`src/skt_pkg.sv`:
```
package skt_pkg;

  localparam logic [1:0] OP_INSERT = 2'd0;
  localparam logic [1:0] OP_GET    = 2'd1;
  localparam logic [1:0] OP_REMOVE = 2'd2;

  localparam logic [1:0] STATUS_OK        = 2'd0;
  localparam logic [1:0] STATUS_FULL      = 2'd1;
  localparam logic [1:0] STATUS_BAD_INDEX = 2'd2;

  localparam int unsigned CapW = 6;
  localparam logic [CapW-1:0] CAP_RESET = 6'd32;

  typedef struct packed {
    logic [1:0]         op;
    logic signed [31:0] key;
    logic [31:0]        handle;
    logic [4:0]         index;
  } in_item_t;

  typedef struct packed {
    logic [1:0]         status;
    logic signed [31:0] out_key;
    logic [31:0]        out_handle;
    logic [5:0]         entry_count;
  } out_item_t;

  typedef struct packed {
    logic signed [31:0] key;
    logic [31:0]        handle;
  } entry_t;

  typedef struct packed {
    logic latch;
    logic set_full;
    logic set_bad;
    logic ins_init;
    logic ins_shift;
    logic ins_place;
    logic rd_idx;
    logic take;
    logic rm_shift;
    logic dec_count;
    logic load_out;
  } cmd_t;

  typedef struct packed {
    logic [1:0] op;
    logic       full;
    logic       bad_index;
    logic       cnt_zero;
    logic       key_less;
    logic       ptr_is_one;
    logic       more_first;
    logic       more_step;
  } stat_t;

endpackage

```
`src/skt_ctrl.sv`:
```
module skt_ctrl (
  input  logic           clk_i,
  input  logic           rst_ni,
  input  logic           in_valid_i,
  output logic           in_ready_o,
  output logic           out_valid_o,
  input  logic           out_ready_i,
  input  skt_pkg::stat_t stat_i,
  output skt_pkg::cmd_t  cmd_o
);

  localparam logic [3:0] ST_IDLE      = 4'd0;
  localparam logic [3:0] ST_DECODE    = 4'd1;
  localparam logic [3:0] ST_INS_STEP  = 4'd2;
  localparam logic [3:0] ST_INS_PLACE = 4'd3;
  localparam logic [3:0] ST_GET_RD    = 4'd4;
  localparam logic [3:0] ST_RM_FIRST  = 4'd5;
  localparam logic [3:0] ST_RM_STEP   = 4'd6;
  localparam logic [3:0] ST_FINISH    = 4'd7;

  logic [3:0] state_q, state_d;
  logic       out_valid_q, out_valid_d;

  always_comb begin
    cmd_o   = '0;
    state_d = state_q;
    unique case (state_q)
      ST_IDLE: begin
        if (in_valid_i) begin
          cmd_o.latch = 1'b1;
          state_d     = ST_DECODE;
        end
      end
      ST_DECODE: begin
        unique case (stat_i.op)
          skt_pkg::OP_INSERT: begin
            if (stat_i.full) begin
              cmd_o.set_full = 1'b1;
              state_d        = ST_FINISH;
            end else begin
              cmd_o.ins_init = 1'b1;
              state_d        = stat_i.cnt_zero ? ST_INS_PLACE : ST_INS_STEP;
            end
          end
          skt_pkg::OP_GET, skt_pkg::OP_REMOVE: begin
            if (stat_i.bad_index) begin
              cmd_o.set_bad = 1'b1;
              state_d       = ST_FINISH;
            end else begin
              cmd_o.rd_idx = 1'b1;
              state_d      = (stat_i.op == skt_pkg::OP_GET) ? ST_GET_RD : ST_RM_FIRST;
            end
          end
          default: state_d = ST_FINISH;
        endcase
      end
      ST_INS_STEP: begin
        if (stat_i.key_less) begin
          cmd_o.ins_place = 1'b1;
          state_d         = ST_FINISH;
        end else begin
          cmd_o.ins_shift = 1'b1;
          state_d         = stat_i.ptr_is_one ? ST_INS_PLACE : ST_INS_STEP;
        end
      end
      ST_INS_PLACE: begin
        cmd_o.ins_place = 1'b1;
        state_d         = ST_FINISH;
      end
      ST_GET_RD: begin
        cmd_o.take = 1'b1;
        state_d    = ST_FINISH;
      end
      ST_RM_FIRST: begin
        cmd_o.take = 1'b1;
        if (stat_i.more_first) begin
          state_d = ST_RM_STEP;
        end else begin
          cmd_o.dec_count = 1'b1;
          state_d         = ST_FINISH;
        end
      end
      ST_RM_STEP: begin
        cmd_o.rm_shift = 1'b1;
        if (!stat_i.more_step) begin
          cmd_o.dec_count = 1'b1;
          state_d         = ST_FINISH;
        end
      end
      ST_FINISH: begin
        if (!out_valid_q || out_ready_i) begin
          cmd_o.load_out = 1'b1;
          state_d        = ST_IDLE;
        end
      end
      default: state_d = ST_IDLE;
    endcase
  end

  always_comb begin
    out_valid_d = out_valid_q;
    if (cmd_o.load_out) begin
      out_valid_d = 1'b1;
    end else if (out_ready_i) begin
      out_valid_d = 1'b0;
    end
  end

  always_ff @(posedge clk_i or negedge rst_ni) begin
    if (!rst_ni) begin
      state_q     <= ST_IDLE;
      out_valid_q <= 1'b0;
    end else begin
      state_q     <= state_d;
      out_valid_q <= out_valid_d;
    end
  end

  assign in_ready_o  = (state_q == ST_IDLE);
  assign out_valid_o = out_valid_q;

endmodule

```
`src/skt_datapath.sv`:
```
module skt_datapath #(
  parameter int unsigned DEPTH = 32
) (
  input  logic                       clk_i,
  input  logic                       rst_ni,
  input  skt_pkg::in_item_t          in_item_i,
  input  logic                       cfg_we_i,
  input  logic [skt_pkg::CapW-1:0]   cfg_data_i,
  input  skt_pkg::cmd_t              cmd_i,
  output skt_pkg::stat_t             stat_o,
  output skt_pkg::out_item_t         out_item_o
);

  localparam int unsigned AW   = $clog2(DEPTH);
  localparam int unsigned CW   = $clog2(DEPTH + 1);
  localparam int unsigned CMPW = (CW > skt_pkg::CapW) ? CW : skt_pkg::CapW;

  skt_pkg::entry_t mem [DEPTH];

  skt_pkg::in_item_t          item_q;
  skt_pkg::entry_t            rd_q;
  skt_pkg::out_item_t         out_q;
  logic [skt_pkg::CapW-1:0]   cap_q;
  logic [CW-1:0]              count_q, count_d;
  logic [CW-1:0]              ptr_q, ptr_d;
  logic [1:0]                 res_status_q, res_status_d;
  skt_pkg::entry_t            res_q, res_d;
  logic [CMPW-1:0]            idx_ext;
  logic                       rd_en, wr_en;
  logic [AW-1:0]              rd_addr, wr_addr;
  skt_pkg::entry_t            wr_data;

  assign idx_ext = CMPW'(item_q.index);

  always_comb begin
    stat_o.op         = item_q.op;
    stat_o.full       = (count_q == CW'(DEPTH)) || (CMPW'(count_q) >= CMPW'(cap_q));
    stat_o.bad_index  = idx_ext >= CMPW'(count_q);
    stat_o.cnt_zero   = (count_q == '0);
    stat_o.key_less   = rd_q.key < item_q.key;
    stat_o.ptr_is_one = (ptr_q == CW'(1));
    stat_o.more_first = (idx_ext + CMPW'(1)) < CMPW'(count_q);
    stat_o.more_step  = (count_q - ptr_q) > CW'(2);
  end

  always_comb begin
    rd_en   = 1'b0;
    rd_addr = '0;
    wr_en   = 1'b0;
    wr_addr = ptr_q[AW-1:0];
    wr_data = rd_q;
    ptr_d   = ptr_q;
    count_d = count_q;
    if (cmd_i.ins_init) begin
      ptr_d   = count_q;
      rd_en   = !stat_o.cnt_zero;
      rd_addr = AW'(count_q - CW'(1));
    end
    if (cmd_i.ins_shift) begin
      wr_en   = 1'b1;
      ptr_d   = ptr_q - CW'(1);
      rd_en   = !stat_o.ptr_is_one;
      rd_addr = AW'(ptr_q - CW'(2));
    end
    if (cmd_i.ins_place) begin
      wr_en       = 1'b1;
      wr_data.key = item_q.key;
      wr_data.handle = item_q.handle;
      count_d     = count_q + CW'(1);
    end
    if (cmd_i.rd_idx) begin
      rd_en   = 1'b1;
      rd_addr = AW'(item_q.index);
    end
    if (cmd_i.take) begin
      ptr_d   = CW'(item_q.index);
      rd_en   = stat_o.more_first;
      rd_addr = AW'(idx_ext + CMPW'(1));
    end
    if (cmd_i.rm_shift) begin
      wr_en   = 1'b1;
      ptr_d   = ptr_q + CW'(1);
      rd_en   = stat_o.more_step;
      rd_addr = AW'(ptr_q + CW'(2));
    end
    if (cmd_i.dec_count) begin
      count_d = count_q - CW'(1);
    end
  end

  always_comb begin
    res_status_d = res_status_q;
    res_d        = res_q;
    if (cmd_i.latch) begin
      res_status_d = skt_pkg::STATUS_OK;
      res_d        = '0;
    end
    if (cmd_i.set_full) begin
      res_status_d = skt_pkg::STATUS_FULL;
    end
    if (cmd_i.set_bad) begin
      res_status_d = skt_pkg::STATUS_BAD_INDEX;
    end
    if (cmd_i.take) begin
      res_d = rd_q;
    end
  end

  always_ff @(posedge clk_i) begin
    if (wr_en) begin
      mem[wr_addr] <= wr_data;
    end
    if (rd_en) begin
      rd_q <= mem[rd_addr];
    end
  end

  always_ff @(posedge clk_i) begin
    if (cmd_i.latch) begin
      item_q <= in_item_i;
    end
    if (cmd_i.load_out) begin
      out_q.status      <= res_status_q;
      out_q.out_key     <= res_q.key;
      out_q.out_handle  <= res_q.handle;
      out_q.entry_count <= 6'(count_q);
    end
    ptr_q        <= ptr_d;
    res_status_q <= res_status_d;
    res_q        <= res_d;
  end

  always_ff @(posedge clk_i or negedge rst_ni) begin
    if (!rst_ni) begin
      count_q <= '0;
      cap_q   <= skt_pkg::CAP_RESET;
    end else begin
      count_q <= count_d;
      if (cfg_we_i) begin
        cap_q <= cfg_data_i;
      end
    end
  end

  assign out_item_o = out_q;

endmodule

```
`src/sorted_key_table.sv`:
```
// Sorted key table: holds up to DEPTH entries of a signed key and a handle in
// ascending key order, with insert, get by index and remove by index.
// The in channel (in_valid_i, in_ready_o, in_item_i) takes one item at a time;
// every item yields exactly one result item on the out channel (out_valid_o,
// out_ready_i, out_item_o), carrying status and the entry count afterwards.
// An insert or a remove shifts entries along the table, one entry per cycle,
// since the entries live in a single memory with one read and one write port.
// A get, a refused insert, a bad index and the unused op shift nothing. A new
// item is taken once the previous one has finished.
// The cfg channel (cfg_valid_i, cfg_ready_o, cfg_data_i) writes the capacity
// register at any time; it is always ready and should be used while idle.
// Reset empties the table and sets the capacity to 32. Memory contents are
// not cleared, because only entries below the count are ever read.
// If the receiver stalls, the finished result waits in the output register,
// the next item is still accepted and worked on, and its result waits until
// the output register has been emptied.
module sorted_key_table #(
  parameter int unsigned DEPTH = 32
) (
  input  logic                      clk_i,
  input  logic                      rst_ni,
  input  logic                      in_valid_i,
  output logic                      in_ready_o,
  input  skt_pkg::in_item_t         in_item_i,
  output logic                      out_valid_o,
  input  logic                      out_ready_i,
  output skt_pkg::out_item_t        out_item_o,
  input  logic                      cfg_valid_i,
  output logic                      cfg_ready_o,
  input  logic [skt_pkg::CapW-1:0]  cfg_data_i
);

  skt_pkg::cmd_t  cmd;
  skt_pkg::stat_t stat;

  assign cfg_ready_o = 1'b1;

  skt_ctrl u_ctrl (
    .clk_i       (clk_i),
    .rst_ni      (rst_ni),
    .in_valid_i  (in_valid_i),
    .in_ready_o  (in_ready_o),
    .out_valid_o (out_valid_o),
    .out_ready_i (out_ready_i),
    .stat_i      (stat),
    .cmd_o       (cmd)
  );

  skt_datapath #(
    .DEPTH (DEPTH)
  ) u_datapath (
    .clk_i      (clk_i),
    .rst_ni     (rst_ni),
    .in_item_i  (in_item_i),
    .cfg_we_i   (cfg_valid_i),
    .cfg_data_i (cfg_data_i),
    .cmd_i      (cmd),
    .stat_o     (stat),
    .out_item_o (out_item_o)
  );

endmodule

```
`config.mk`:
```
export PLATFORM = sky130hd
export DESIGN_NAME = sorted_key_table
export DESIGN_NICKNAME = d
export VERILOG_FILES = /design/src/skt_pkg.sv /design/src/skt_ctrl.sv /design/src/skt_datapath.sv /design/src/sorted_key_table.sv
export SDC_FILE = /design/constraint.sdc
export NUM_CORES = 2
export LEC_CHECK = 0
export BUFFER_PORTS_ARGS = -buffer_cell sky130_fd_sc_hd__buf_4
export CAP_MARGIN = 15
export CORE_MARGIN = 2
export CORE_UTILIZATION = 30
export CTS_CLUSTER_SIZE = 10
export DETAILED_ROUTE_END_ITERATION = 10
export SLEW_MARGIN = 20
export SYNTH_ARGS = -nofsm -noshare
export SYNTH_HDL_FRONTEND = slang
export SYNTH_HIERARCHICAL = 1
export SYNTH_SLANG_ARGS = --single-unit
export TNS_END_PERCENT = 50
```
`constraint.sdc`:
```
create_clock -name clk_i -period 9.7 [get_ports clk_i]
set_clock_uncertainty 0.1 [all_clocks]
set_input_delay 0.97 -clock clk_i [delete_from_list [all_inputs] [get_ports clk_i]]
set_output_delay 0.97 -clock clk_i [all_outputs]
set_load 0.05 [all_outputs]
```
==> results.toml <==
[yosys]
synth_edf_count = 2325
synth_top_area_share_pct = 74.67
synthArstFlopShare_pct = 0.6829
yosysMostFrequentCell = "edfxtp_1"
syn-cell-area_um2 = 93500
synth.avg_cell_area_um2 = 14.23
synth_seq_area_share_pct = 75.15
synth.distinct_cells = 84
yosys-top-cells-count = "edfxtp_1 (2325), nand2_1 (1533), nand3_1 (669)"
ys_top_cells_by_area = "edfxtp_1 (75%), nand2_1 (6.2%), nand3_1 (3.6%)"
syn-num-nets = 6722
synth-main-ff-cell = "edfxtp_1"
syn_inst = 6570
synth_seq_cells = 2343
ys_warn_count = 6
yosys.area.top_type = "edfxtp_1"

[place]
gp_congestion = 0.8363
io_buffers = 155
dp_hpwl_um = 144000

[hold_path]
worstHoldEndpoint = "u_datapath/item_q[12]"
min_from = "in_item_i[12]"
holdPathStages = 1
hold_path.class = "primary input to flip-flop"

[setup_path]
r2r-end = "u_datapath/rd_q[46]"
timing.rr.start = "u_datapath/item_q[41]"
worst-r2r-setup-slack_ps = 2440
critical_path.top_delay_family = "compound AO/OA/AOI/OAI gates"
slowest_stage = "buf_4"
reg2reg_depth = 20
critPathMaxStageDelay_ps = 820
criticalPathCategory = "flip-flop to flip-flop"
crit_arrival_ps = 7730
crit_chain = "inv_1, ha_1, a21o_1, a211oi_1, o21ai_0, a21oi_1, nor3_1, o21ai_0, nor4b_2, buf_4, nor2b_1, o21a_1, o21ai_4, buf_4, nand2_4, buf_12, nand3_1, nand3_1, a32o_1, a31oi_1"
crit_fanout = 195
crit_buf_inv = 4
critPathRequiredTime_ps = 10170
startpoint_type = "flip-flop"
endpoint_kind = "flip-flop"

[routing]
drtAntennaViolNets = 0
drc_errors = 0
drt-wirelength-per-cell_um = 26.04
via_count = 57950
drtPass1Iterations = 6
vias_per_cell = 5.330
drt_wl_total_um = 283100
drt_iter0_drc = 7739

[global_route]
grt_usage_pct = 17.33
grt_max_degree = 196
use_met2_pct = 27.73
grt_pass1_vias = 55610
grt_antenna_before_repair = 26
top_usage_layer = "met2"
grt_overflow_total = 0
use_met3_pct = 3.403
grt_pass1_wl_um = 402200
grt_util_met1_pct = 23.72

[clock_network]
clk_latency_ps = 930
postCtsSetupRepairBufs = 0
cts_tree = "done"
cts_buffer_depth = 4
htreeDepth = 5
clkSinkCount = 2343
cts_inserted_buffers = 285
root_buffer = "clkbuf_16"
clkTransAtPathRegs_ps = 50

[sta]
relSlewSlack_pct = 18.11
final.setup.tns_ps = 0
finalHoldViolations = 0
period_share_pct = 74.87
period_minus_slack_ps = 7263
rsz0062_at_grt = "no"
max_freq_ghz = 0.1377
tightest_slew_ps = 1228
finalMaxSlewViolations = 0
finalSetupViolCount = 0

[floorplanning]
die_y_um = 562.3
core_um2 = 309400
initial_utilization_pct = 30.22
io_pins = 157
dieArea_um2 = 316100
rows = 204
fp.dieW_um = 562.3

[layout]
drive_gt1_share_pct = 10.77
area_growth_pct = 14.50
nNetsFinal = 6872

[run]
maxCapViolations = 0

[run_status]
status = "complete, no violations"
## per-stage QoR
| stage | hold slack [ps] | std cells | util [%] | instance area [um2] | setup slack [ps] |
|---|---|---|---|---|---|
| after floorplan | 300.3 | 6570 | - | 93500 | 2065 |
| after global placement | 302.2 | 10550 | 32.15 | 99460 | 2701 |
| after detailed placement | 304.5 | 10550 | 32.17 | 99510 | 2770 |
| after CTS | 65.60 | 10870 | 34.58 | 107000 | 2703 |
| after global routing | 88.09 | 10870 | 34.60 | 107000 | 2394 |
| final | 118.5 | 10870 | 34.61 | 107100 | 2437 |
## final cells by class
class / count / area (um2)
fill: 29460 / 202300
sequential: 2343 / 70260
multi-input combinational: 3743 / 21310
clock buffer: 310 / 7406
tap: 4120 / 5155
timing repair buffer: 286 / 2623
inverter: 61 / 229.0
clock inverter: 5 / 60.06
antenna: 4 / 10.01
## cell families (layout without fill, tap and decap cells)
kind of cell	count (synthesis)	in the layout	share of synthesized area [%]
other	1	5	0.004011
xor gates and xnor gates	27	27	0.2529
AOI/OAI and AO/OA	794	794	6.086
adders and majority gates	70	70	0.9448
muxes	256	256	2.908
buffers and inverters	484	662	2.441
and+or+nand+nor	2595	2595	12.22
DFF	2343	2343	75.15
## metal layers
| metal | part of all wire [%] | vias up | wire length, um |
|---|---|---|---|
| met1 | 41 | 29420 | 115100 |
| met3 | 10 | 523 | 28470 |
| met5 | 0.031 | - | 88 |
| met4 | 2.9 | 16 | 8294 |
| li1 | - | 24830 | - |
| met2 | 46 | 3161 | 131100 |
## flip-flops by register name (all words and copies together) (netlist names)
signal	flops
u_datapath/idx_ext	5
u_datapath/out_item_o	72
u_datapath/stat_o	2
u_ctrl/state_q	3
u_datapath/res_q	64
u_datapath/cap_q	6
u_datapath/rd_q	64
u_datapath/count_q	6
u_datapath/mem	2048
u_ctrl/out_valid_o	1
u_datapath/res_status_q	2
u_datapath/ptr_q	6
u_datapath/item_q	64
## cell usage in the layout (no fill, tap or decap), types with 19 or more instances in the layout
| cell | instances |
|---|---|
| edfxtp_1 | 2325 |
| nand2_1 | 1532 |
| nand3_1 | 669 |
| clkbuf_16 | 293 |
| buf_4 | 249 |
| mux2i_1 | 185 |
| and3_1 | 166 |
| a211oi_1 | 145 |
| a21oi_1 | 128 |
| a31oi_1 | 121 |
| a311oi_1 | 79 |
| ha_1 | 69 |
| o21ai_0 | 67 |
| mux2_2 | 65 |
| and2_1 | 65 |
| inv_1 | 60 |
| nor2_1 | 41 |
| nor2_4 | 39 |
| a32oi_1 | 37 |
| buf_12 | 33 |
| a32o_1 | 31 |
| a22oi_1 | 25 |
| xnor2_1 | 24 |
| a21boi_0 | 22 |
| a21o_1 | 21 |
| o2111ai_1 | 19 |
## worst max-delay path by stage
stage,cells after the start,to,startpoint,slack [ps]
after global routing,20,u_datapath/rd_q[46],u_datapath/item_q[41],2390
after detailed placement,20,u_datapath/rd_q[46],u_datapath/item_q[41],2770
after floorplan,15,u_datapath/rd_q[0],u_datapath/count_q[0],2070
final,20,u_datapath/rd_q[46],u_datapath/item_q[41],2440
after CTS,20,u_datapath/rd_q[46],u_datapath/item_q[41],2700
after global placement,20,u_datapath/rd_q[46],u_datapath/item_q[41],2700
## repair_timing
item                       in CTS  in global routing
resized for setup               0                  0
hold endpoints to repair       15                  0
setup endpoints to repair       0                  0
hold buffers                    1                  0
Power is not shown: default switching activity piles up to over one toggle a cycle in this logic, so the estimate is an artifact.
